[config.mk]
export PLATFORM = sky130hd
export DESIGN_NAME = windowed_scan_fraction_average_flat
export DESIGN_NICKNAME = d
export VERILOG_FILES = /design/src/wsfa_pkg.sv /design/src/wsfa_in_if.sv /design/src/wsfa_out_if.sv /design/src/windowed_scan_fraction_average.sv /design/src/wsfa_ram.sv /design/src/wsfa_divider.sv /design/src/flat_wrapper.sv
export SDC_FILE = /design/constraint.sdc
export NUM_CORES = 2
export LEC_CHECK = 0
export BUFFER_PORTS_ARGS = -buffer_cell sky130_fd_sc_hd__buf_2
export CORE_MARGIN = 8
export CORE_UTILIZATION = 40
export CTS_BUF_LIST = sky130_fd_sc_hd__clkbuf_4 sky130_fd_sc_hd__clkbuf_8 sky130_fd_sc_hd__clkbuf_16
export DETAILED_ROUTE_END_ITERATION = 8
export RECOVER_POWER = 50
export SYNTH_ARGS = -nofsm -noshare
export SYNTH_HDL_FRONTEND = slang
export SYNTH_SLANG_ARGS = --single-unit
[constraint.sdc]
create_clock -name clk_i -period 8.08 [get_ports clk_i]
set_clock_uncertainty 0.1 [all_clocks]
set_input_delay 0.404 -clock clk_i [delete_from_list [all_inputs] [get_ports clk_i]]
set_output_delay 0.404 -clock clk_i [all_outputs]
set_load 0.1 [all_outputs]
[src/wsfa_pkg.sv]
// ----------------------------------------------------------------------------
// wsfa_pkg: shared constants and types
// Widths, register indexes, action codes and control structs of the
// windowed scan fraction average block.
// ----------------------------------------------------------------------------
package wsfa_pkg;

  // ring depth, number of per-query sums that can be held
  localparam int WINDOW_DEPTH = 64;

  localparam int SIZE_W   = 32;
  localparam int SUM_W    = 40;
  localparam int TV_W     = 32;
  localparam int WS_W     = 7;
  localparam int FRAC_W   = 20;
  localparam int QIW_W    = 7;
  localparam int FRAC_Q   = 16;

  localparam int SLOT_W    = (WINDOW_DEPTH > 1) ? $clog2(WINDOW_DEPTH) : 1;
  localparam int COUNT_W   = $clog2(WINDOW_DEPTH + 1);
  localparam int TOTAL_W   = SUM_W + $clog2(WINDOW_DEPTH);
  localparam int DIVISOR_W = TV_W + COUNT_W;
  localparam int REM_W     = TOTAL_W + FRAC_Q;
  localparam int DSH_W     = DIVISOR_W + FRAC_W;
  localparam int CMP_W     = (REM_W > DSH_W) ? REM_W : DSH_W;
  localparam int BIT_W     = $clog2(FRAC_W);

  // configuration
  localparam int CFG_IDX_W  = 2;
  localparam int CFG_DATA_W = 32;
  localparam logic [CFG_IDX_W-1:0] REG_VEC_COUNT = CFG_IDX_W'(0);
  localparam logic [CFG_IDX_W-1:0] REG_WIN_LEN   = CFG_IDX_W'(1);
  localparam logic [TV_W-1:0]      TV_RESET      = TV_W'(1);
  localparam logic [WS_W-1:0]      WS_RESET      = WS_W'(64);

  // input actions
  localparam logic ACT_ADD   = 1'b0;
  localparam logic ACT_CLEAR = 1'b1;

  typedef struct packed {
    logic start;
    logic ack;
  } wsfa_div_req_t;

  typedef struct packed {
    logic              valid;
    logic [FRAC_W-1:0] frac;
  } wsfa_div_rsp_t;

endpackage

[src/wsfa_in_if.sv]
// ----------------------------------------------------------------------------
// wsfa_in_if: input channel
// Valid/ready channel carrying one scanned size element or a clear action.
// ----------------------------------------------------------------------------
interface wsfa_in_if import wsfa_pkg::*; ();
  logic              valid;
  logic              ready;
  logic              action;
  logic [SIZE_W-1:0] scanned_size;
  logic              last_of_query;

  modport source (output valid, action, scanned_size, last_of_query, input ready);
  modport sink   (input valid, action, scanned_size, last_of_query, output ready);
endinterface

[src/wsfa_out_if.sv]
// ----------------------------------------------------------------------------
// wsfa_out_if: result channel
// Valid/ready channel carrying the window mean scan fraction of one query.
// ----------------------------------------------------------------------------
interface wsfa_out_if import wsfa_pkg::*; ();
  logic              valid;
  logic              ready;
  logic [FRAC_W-1:0] scan_fraction;
  logic [QIW_W-1:0]  queries_in_window;

  modport source (output valid, scan_fraction, queries_in_window, input ready);
  modport sink   (input valid, scan_fraction, queries_in_window, output ready);
endinterface

[src/windowed_scan_fraction_average.sv]
// ----------------------------------------------------------------------------
// windowed_scan_fraction_average: sliding window mean scan fraction
// Sums scanned partition sizes per query, keeps a ring of the last window
// of query sums and reports their mean fraction of the index as Q4.16.
// ----------------------------------------------------------------------------
// usage:
// - in_if carries one beat per scanned partition (action add) or a clear
//   beat (action clear); last_of_query marks the final beat of a query
// - out_if carries one beat per finished query: scan_fraction (Q4.16,
//   saturated at 0xfffff) and queries_in_window
// - cfg port: write enable, register index, data; index vector count at
//   index 0, window length at index 1; writing the window length while ready
//   is high clears the history
// - after a non-final add beat or a clear beat, ready stays high
// - a final beat's result is offered after a ring update, then the divider
//   forms the divisor product, does the saturation check, runs the restoring
//   division (one quotient bit per cycle) and hands the result off; a
//   saturating mean skips the division
// - ready is low until the result is handed off, so a new beat is not
//   accepted while a query result is still being formed
// - the result sits in an output register; add beats are accepted while it
//   waits; a finished division waits for the output register to drain
// - reset clears the query sum, count and window total; the ring itself is
//   not cleared, only entries written since the last clear are ever read
// ----------------------------------------------------------------------------
module windowed_scan_fraction_average import wsfa_pkg::*; (
  input  logic                  clk_i,
  input  logic                  rst_ni,
  wsfa_in_if.sink               in_if,
  wsfa_out_if.source            out_if,
  input  logic                  cfg_we_i,
  input  logic [CFG_IDX_W-1:0]  cfg_idx_i,
  input  logic [CFG_DATA_W-1:0] cfg_wdata_i
);

  localparam logic [1:0] S_IDLE = 2'd0;
  localparam logic [1:0] S_UPD  = 2'd1;
  localparam logic [1:0] S_WAIT = 2'd2;

  // sequencer and history state
  logic [1:0]         state_q, state_d;
  logic [SUM_W-1:0]   acc_q, acc_d;
  logic [SUM_W-1:0]   qsum_q, qsum_d;
  logic [SLOT_W-1:0]  oldest_q, oldest_d;
  logic [COUNT_W-1:0] count_q, count_d;
  logic [TOTAL_W-1:0] total_q, total_d;

  // configuration registers
  logic [TV_W-1:0]    tv_q;
  logic [WS_W-1:0]    ws_q;
  logic [COUNT_W-1:0] w_eff;

  // output register
  logic               out_valid_q, out_valid_d;
  logic [FRAC_W-1:0]  out_frac_q, out_frac_d;
  logic [QIW_W-1:0]   out_qiw_q, out_qiw_d;
  logic               out_free;

  // ring and divider
  logic               ram_we;
  logic [SLOT_W-1:0]  ram_waddr;
  logic [SUM_W-1:0]   ram_rdata;
  wsfa_div_req_t      div_req;
  wsfa_div_rsp_t      div_rsp;

  logic               in_beat;
  logic               cfg_clear;
  logic [SUM_W:0]     acc_sum;
  logic [SUM_W-1:0]   acc_sat;
  logic               full;

  assign in_if.ready = (state_q == S_IDLE);
  assign in_beat     = in_if.valid && in_if.ready;
  assign out_free    = !out_valid_q || out_if.ready;
  assign cfg_clear   = cfg_we_i && (cfg_idx_i == REG_WIN_LEN);

  // window size of zero acts as one, above the ring depth as the depth
  always_comb begin
    if (32'(ws_q) > 32'(WINDOW_DEPTH)) begin
      w_eff = COUNT_W'(WINDOW_DEPTH);
    end else if (ws_q == '0) begin
      w_eff = COUNT_W'(1);
    end else begin
      w_eff = COUNT_W'(ws_q);
    end
  end

  // saturating per-query sum
  assign acc_sum = {1'b0, acc_q} + (SUM_W + 1)'(in_if.scanned_size);
  assign acc_sat = acc_sum[SUM_W] ? '1 : acc_sum[SUM_W-1:0];

  assign full      = (count_q >= w_eff);
  assign ram_we    = (state_q == S_UPD);
  assign ram_waddr = full ? oldest_q : count_q[SLOT_W-1:0];

  always_comb begin
    state_d     = state_q;
    acc_d       = acc_q;
    qsum_d      = qsum_q;
    oldest_d    = oldest_q;
    count_d     = count_q;
    total_d     = total_q;
    out_valid_d = out_valid_q;
    out_frac_d  = out_frac_q;
    out_qiw_d   = out_qiw_q;
    div_req     = '0;

    if (out_valid_q && out_if.ready) begin
      out_valid_d = 1'b0;
    end

    unique case (state_q)
      S_IDLE: begin
        if (cfg_clear) begin
          acc_d    = '0;
          oldest_d = '0;
          count_d  = '0;
          total_d  = '0;
        end else if (in_beat) begin
          if (in_if.action == ACT_CLEAR) begin
            acc_d    = '0;
            oldest_d = '0;
            count_d  = '0;
            total_d  = '0;
          end else if (in_if.last_of_query) begin
            // ring read of the oldest slot is under way this cycle
            qsum_d  = acc_sat;
            acc_d   = '0;
            state_d = S_UPD;
          end else begin
            acc_d = acc_sat;
          end
        end
      end
      S_UPD: begin
        if (full) begin
          // replace the oldest sum
          total_d = total_q - TOTAL_W'(ram_rdata) + TOTAL_W'(qsum_q);
          if (COUNT_W'(oldest_q) + COUNT_W'(1) == w_eff) begin
            oldest_d = '0;
          end else begin
            oldest_d = oldest_q + SLOT_W'(1);
          end
        end else begin
          total_d = total_q + TOTAL_W'(qsum_q);
          count_d = count_q + COUNT_W'(1);
        end
        div_req.start = 1'b1;
        state_d       = S_WAIT;
      end
      S_WAIT: begin
        if (div_rsp.valid && out_free) begin
          out_valid_d = 1'b1;
          out_frac_d  = div_rsp.frac;
          out_qiw_d   = QIW_W'(count_q);
          div_req.ack = 1'b1;
          state_d     = S_IDLE;
        end
      end
      default: state_d = S_IDLE;
    endcase
  end

  always_ff @(posedge clk_i or negedge rst_ni) begin
    if (!rst_ni) begin
      state_q     <= S_IDLE;
      acc_q       <= '0;
      oldest_q    <= '0;
      count_q     <= '0;
      total_q     <= '0;
      out_valid_q <= 1'b0;
      tv_q        <= TV_RESET;
      ws_q        <= WS_RESET;
    end else begin
      state_q     <= state_d;
      acc_q       <= acc_d;
      oldest_q    <= oldest_d;
      count_q     <= count_d;
      total_q     <= total_d;
      out_valid_q <= out_valid_d;
      if (cfg_we_i && (cfg_idx_i == REG_VEC_COUNT)) begin
        tv_q <= cfg_wdata_i[TV_W-1:0];
      end
      if (cfg_clear) begin
        ws_q <= cfg_wdata_i[WS_W-1:0];
      end
    end
  end

  always_ff @(posedge clk_i) begin
    qsum_q     <= qsum_d;
    out_frac_q <= out_frac_d;
    out_qiw_q  <= out_qiw_d;
  end

  // per-query sums of the window
  wsfa_ram #(
    .WIDTH (SUM_W),
    .DEPTH (WINDOW_DEPTH)
  ) u_ring (
    .clk_i   (clk_i),
    .we_i    (ram_we),
    .waddr_i (ram_waddr),
    .wdata_i (qsum_q),
    .raddr_i (oldest_q),
    .rdata_o (ram_rdata)
  );

  // single multiply and restoring divide unit
  wsfa_divider u_divider (
    .clk_i   (clk_i),
    .rst_ni  (rst_ni),
    .req_i   (div_req),
    .total_i (total_q),
    .count_i (count_q),
    .tv_i    (tv_q),
    .rsp_o   (div_rsp)
  );

  assign out_if.valid             = out_valid_q;
  assign out_if.scan_fraction     = out_frac_q;
  assign out_if.queries_in_window = out_qiw_q;

endmodule

[src/wsfa_ram.sv]
// ----------------------------------------------------------------------------
// wsfa_ram: generic single-write, single-read ram
// One write port, one read port with registered read data.
// ----------------------------------------------------------------------------
module wsfa_ram #(
  parameter int WIDTH = 8,
  parameter int DEPTH = 16
) (
  input  logic                                      clk_i,
  input  logic                                      we_i,
  input  logic [((DEPTH > 1) ? $clog2(DEPTH) : 1)-1:0] waddr_i,
  input  logic [WIDTH-1:0]                          wdata_i,
  input  logic [((DEPTH > 1) ? $clog2(DEPTH) : 1)-1:0] raddr_i,
  output logic [WIDTH-1:0]                          rdata_o
);

  logic [WIDTH-1:0] mem_q [DEPTH];

  always_ff @(posedge clk_i) begin
    if (we_i) begin
      mem_q[waddr_i] <= wdata_i;
    end
    rdata_o <= mem_q[raddr_i];
  end

endmodule

[src/wsfa_divider.sv]
// ----------------------------------------------------------------------------
// wsfa_divider: iterative fraction divider
// Forms the index vector count times the query count, then divides the window
// total by it one quotient bit per cycle, giving a saturated unsigned Q4.16
// fraction.
// ----------------------------------------------------------------------------
module wsfa_divider import wsfa_pkg::*; (
  input  logic                clk_i,
  input  logic                rst_ni,
  input  wsfa_div_req_t       req_i,
  input  logic [TOTAL_W-1:0]  total_i,
  input  logic [COUNT_W-1:0]  count_i,
  input  logic [TV_W-1:0]     tv_i,
  output wsfa_div_rsp_t       rsp_o
);

  localparam logic [2:0] D_IDLE = 3'd0;
  localparam logic [2:0] D_MUL  = 3'd1;
  localparam logic [2:0] D_CHK  = 3'd2;
  localparam logic [2:0] D_DIV  = 3'd3;
  localparam logic [2:0] D_DONE = 3'd4;

  logic [2:0]           state_q, state_d;
  logic [DIVISOR_W-1:0] dvs_q, dvs_d;
  logic [CMP_W-1:0]     rem_q, rem_d;
  logic [CMP_W-1:0]     div_q, div_d;
  logic [FRAC_W-1:0]    quo_q, quo_d;
  logic [BIT_W-1:0]     bit_q, bit_d;
  logic [TV_W-1:0]      tv_eff;
  logic [CMP_W-1:0]     div_top;
  logic                 ge;

  assign tv_eff  = (tv_i == '0) ? TV_W'(1) : tv_i;
  assign div_top = CMP_W'(dvs_q) << FRAC_W;
  assign ge      = (rem_q >= div_q);

  always_comb begin
    state_d = state_q;
    dvs_d   = dvs_q;
    rem_d   = rem_q;
    div_d   = div_q;
    quo_d   = quo_q;
    bit_d   = bit_q;
    unique case (state_q)
      D_IDLE: begin
        if (req_i.start) begin
          state_d = D_MUL;
        end
      end
      D_MUL: begin
        // count is never zero here, a query has just been recorded
        dvs_d   = DIVISOR_W'(tv_eff) * DIVISOR_W'(count_i);
        rem_d   = CMP_W'(total_i) << FRAC_Q;
        state_d = D_CHK;
      end
      D_CHK: begin
        // mean of 16 or more saturates
        if (rem_q >= div_top) begin
          quo_d   = '1;
          state_d = D_DONE;
        end else begin
          div_d   = CMP_W'(dvs_q) << (FRAC_W - 1);
          bit_d   = BIT_W'(FRAC_W - 1);
          state_d = D_DIV;
        end
      end
      D_DIV: begin
        if (ge) begin
          rem_d = rem_q - div_q;
        end
        quo_d = {quo_q[FRAC_W-2:0], ge};
        div_d = div_q >> 1;
        bit_d = bit_q - BIT_W'(1);
        if (bit_q == '0) begin
          state_d = D_DONE;
        end
      end
      D_DONE: begin
        if (req_i.ack) begin
          state_d = D_IDLE;
        end
      end
      default: state_d = D_IDLE;
    endcase
  end

  always_ff @(posedge clk_i or negedge rst_ni) begin
    if (!rst_ni) begin
      state_q <= D_IDLE;
    end else begin
      state_q <= state_d;
    end
  end

  always_ff @(posedge clk_i) begin
    dvs_q <= dvs_d;
    rem_q <= rem_d;
    div_q <= div_d;
    quo_q <= quo_d;
    bit_q <= bit_d;
  end

  assign rsp_o.valid = (state_q == D_DONE);
  assign rsp_o.frac  = quo_q;

endmodule

[src/flat_wrapper.sv]
// flat-port wrapper written by rule: the top's interface ports become plain ports
module windowed_scan_fraction_average_flat import wsfa_pkg::*;
  (clk_i, rst_ni, cfg_we_i, cfg_idx_i, cfg_wdata_i, in_if_valid, in_if_action, in_if_scanned_size, in_if_last_of_query, in_if_ready, out_if_valid, out_if_scan_fraction, out_if_queries_in_window, out_if_ready);
  wsfa_in_if in_if_i ();
  wsfa_out_if out_if_i ();
  input  logic clk_i;
  input  logic rst_ni;
  input  logic cfg_we_i;
  input  logic [CFG_IDX_W-1:0] cfg_idx_i;
  input  logic [CFG_DATA_W-1:0] cfg_wdata_i;
  input wire logic [$bits(in_if_i.valid)-1:0] in_if_valid;
  input wire logic [$bits(in_if_i.action)-1:0] in_if_action;
  input wire logic [$bits(in_if_i.scanned_size)-1:0] in_if_scanned_size;
  input wire logic [$bits(in_if_i.last_of_query)-1:0] in_if_last_of_query;
  output wire logic [$bits(in_if_i.ready)-1:0] in_if_ready;
  output wire logic [$bits(out_if_i.valid)-1:0] out_if_valid;
  output wire logic [$bits(out_if_i.scan_fraction)-1:0] out_if_scan_fraction;
  output wire logic [$bits(out_if_i.queries_in_window)-1:0] out_if_queries_in_window;
  input wire logic [$bits(out_if_i.ready)-1:0] out_if_ready;
  assign in_if_i.valid = in_if_valid;
  assign in_if_i.action = in_if_action;
  assign in_if_i.scanned_size = in_if_scanned_size;
  assign in_if_i.last_of_query = in_if_last_of_query;
  assign in_if_ready = in_if_i.ready;
  assign out_if_valid = out_if_i.valid;
  assign out_if_scan_fraction = out_if_i.scan_fraction;
  assign out_if_queries_in_window = out_if_i.queries_in_window;
  assign out_if_i.ready = out_if_ready;
  windowed_scan_fraction_average u_core (.clk_i(clk_i), .rst_ni(rst_ni), .in_if(in_if_i), .out_if(out_if_i), .cfg_we_i(cfg_we_i), .cfg_idx_i(cfg_idx_i), .cfg_wdata_i(cfg_wdata_i));
endmodule
==> results.md <==
* Layout Nets at roughly 8,300
* Cts repair resizes at 0
* Crit Path Max Fanout at 28
* Number of antenna-violating nets in the routed design at 0
* Leakage power at about 50 nW
* Tot GR Track Use at between 10% and 20%
* Number of distinct library cells after synthesis at 75
* Root buf cell: clkbuf_16
* CTS tree: yes
* Post-synthesis adder-cell area fraction at 5.62%
* WL per Instance at 28.1 um
* Maximum vdd drop at ~0.00018 V
* Minimum clock period at 7380 ps
* DR vias/cell at 5.73
* Async SR Flop Fraction at 4.81%
* Max-slew headroom at -221%
* Reg2Reg Setup Slack at 700 ps
* Die area at 349,000 um2
* Share of layout cells above drive strength 1 at 21.3%
* Max-Cap Viols at 48
* Setup tns final at 0 ps
* Post-synth net total at 8,000
* Die Y at 591 um
* Power Total at 0.0408 W
* CTS Buf Count at 318
* Hold Buf Count CTS at 64
* Initial Util at 40.1%
* Clock transition at the registers of the reported paths at 60 ps
* Compound-Gate Fraction of Synth Area at 4.67%
* Cells along the critical path: clkbuf_1 > and2_1 > fa_1 > fa_1 > fa_1 > inv_1 > fa_1 > inv_1 > ha_1 > a21o_1 > a21o_1 > a21oi_1 > nor2_1 > nor4_1 > a31oi_1 > o41ai_1 > o31ai_1 > a221o_1 > a21oi_1 > xnor2_1
* CTS Buffer Depth at 4
* Max Freq at 135 MHz
* Detailed-route DRC error count at 0
* Die W at between 500 and 600 um
* Hold slack at 84.7 ps
* Slowest stage delay, CP at 1020 ps
* CP Buf/Inv Count at 3
* Avg Inst Size Synth at roughly 18 um2
* Number of cells produced by synthesis at 7,449
* RSZ-0062 raised after global routing: false
* Main synth FF type: edfxtp_1
* Synth area leader: edfxtp_1
* Sequential cell area fraction in the yosys report at around two thirds
* Post-CTS Setup Inserts at 0
* Grt ovf at 0
* Finished Cell Area at between 150,000 and 200,000 um2
* Dpl cell area at 139,000 um2
* Worst Max-Slew Pin Slew at approximately 4800 ps
* Drt pass-1 iters at 7
* Largest net degree at the start of global routing at ~120
* Post-Synth XOR/XNOR Area at 1.26%
* Initial antenna violation count at 33
* Final WL at 348,000 um
* Most used cell, CP: fa_1
* Hpwl dp at 219,000 um
* Fin crit share at 91.4%
* Row count at 211
* Data required, critical path at roughly 8600 ps
* Post-synth EDFFs at 2,811
* Final Slew Violations at 2,979
* Most numerous cell in the Yosys netlist: edfxtp_1
* Violated checks: max-capacitance violations, max-slew violations
* Simple-Gate Fraction of Synth Area at 4.39%
* Ports at 102
* Htree depth at 5
* Power Density at around 270 nW/um2
* Vias at 71,200
* Starting DRT DRC Count at 7,016
* Placer Congestion at 0.880
* Post-Syn Area at 132,000 um2
* Area Growth Syn to Fin at 13.5%
* Combinational family with the most area after synthesis: multiplexers
* Slowest stage cell, crit path: clkbuf_1
* Commonest cells in the netlist: 2,811 x edfxtp_1, 840 x mux4_2, 430 x inv_1
* Vias in the first global route at 72,300
* Crit path capture type: flop
* Final Hold Viols at 0
* Critical Path AT at between 7000 and 8000 ps
* Yosys warns at 0
* Share of the synthesized area in the top cell type at between 60% and 70%
* Setup CP Type: reg -> reg
* Min-Delay Path Class: in -> reg
* # setup viols final at 0
* First-pass GRT wire length at roughly 510,000 um
* Largest cells by area after synthesis: edfxtp_1 64%, mux4_2 14%, fa_1 2.9%
* CTS Sinks at 2,995
* Status: complete, but fails checks
* Core area at ~330,000 um2
* Crit path max-delay family: compound AO/OA/AOI/OAI gates
* Port Buffers at 101
* Flops & latches, synth at 2,995
* Mux contribution to synthesized area at between 10 and 15%
* Worst skew pair latency at 890 ps
* Element type at the critical path start: flop
==> through the flow <==
step           setup WS [ps]  utilization [%]  std cells
6_report                 696             45.5      12400
5_1_grt                  317             45.5      12400
4_1_cts                  820             45.6      12400
3_5_place_dp             860             42.2      11800
3_3_place_gp             864             42.2      11800
2_1_floorplan           1890                -       7449
==> worst min-delay path, delay by kind of cell <==
kind | cells | cell delay, ps
adders and majority gates | 1 | 230
buffers and inverters | 1 | 90
xor gates and xnor gates | 1 | 100
and+or+nand+nor | 1 | 100
==> sequential cells by signal (all words and copies together), names as in the netlist, 32 cells and up <==
signal / flops
u_core.u_ring.mem_q: 2560
u_core.u_divider.rem_q: 62
u_core.u_divider.div_q: 58
u_core.total_q: 46
u_core.acc_q: 40
u_core.qsum_q: 40
u_core.u_ring.rdata_o: 40
u_core.u_divider.dvs_q: 39
u_core.tv_q: 32
==> worst paths after layout <==
path / from / to / depth (start not counted)
max: u_core.count_q[4] / u_core.u_divider.dvs_q[38] / 20
min: in_if_scanned_size[24] / u_core.qsum_q[24] / 4
max reg2reg: u_core.count_q[4] / u_core.u_divider.dvs_q[38] / 20
min reg2reg: u_core.u_divider.quo_q[19] / u_core.out_if.scan_fraction[19] / 0
max in group asynchronous: rst_ni / u_core.oldest_q[1] / 4
min in group asynchronous: rst_ni / u_core.total_q[38] / 3
==> area by class of cell <==
cell class / count / area [um2]
inverters: 430 / 1610
fillers: 28000 / 179000
well taps: 4366 / 5460
clock buffers: 410 / 8880
flip-flops and latches: 2995 / 88800
repair buffers: 355 / 2560
clock inverters: 163 / 1640
diodes: 6 / 15.0
multi-input cells: 3688 / 41000
==> layout by cell type, fill, tap and decap left out, drive strengths merged, types with 42 or more instances in the layout <==
master	n
clkinv	122
inv	440
nor2b	42
nor2	243
clkbuf	493
buf	208
ha	286
a21o	141
mux4	840
nand4	47
xnor2	108
edfxtp	2811
o21ai	237
xor2	82
fa	192
dlygate4sd3	64
nand2	348
a21oi	231
nand3	71
dfrtp	142
and2	197
==> per-layer routing <==
layer / up-vias / track usage [%] / routed length, um
met5: - / 0 / 56
met4: 8 / 5.02 / 9080
met3: 474 / 2.90 / 23800
met2: 2501 / 32.2 / 169000
met1: 38000 / 27.6 / 147000
li1: 30100 / - / -
==> logic make-up after synthesis <==
kind of cell             Yosys count
buffers and inverters            766
XOR/XNOR                         190
adder cells (fa/ha/maj)          478
multiplexers                     884
AO/OA/AOI/OAI                    960
flip-flops                      2995
AND/OR/NAND/NOR                 1176
==> power by group <==
group          internal (W)  switching (W)  total (W)  leakage, nW
sequential           0.0177       0.000532     0.0182         27.5
combinational       0.00316        0.00474    0.00790         17.7
clock               0.00849        0.00615     0.0146         5.24
Power figures use the tool's default switching activity.
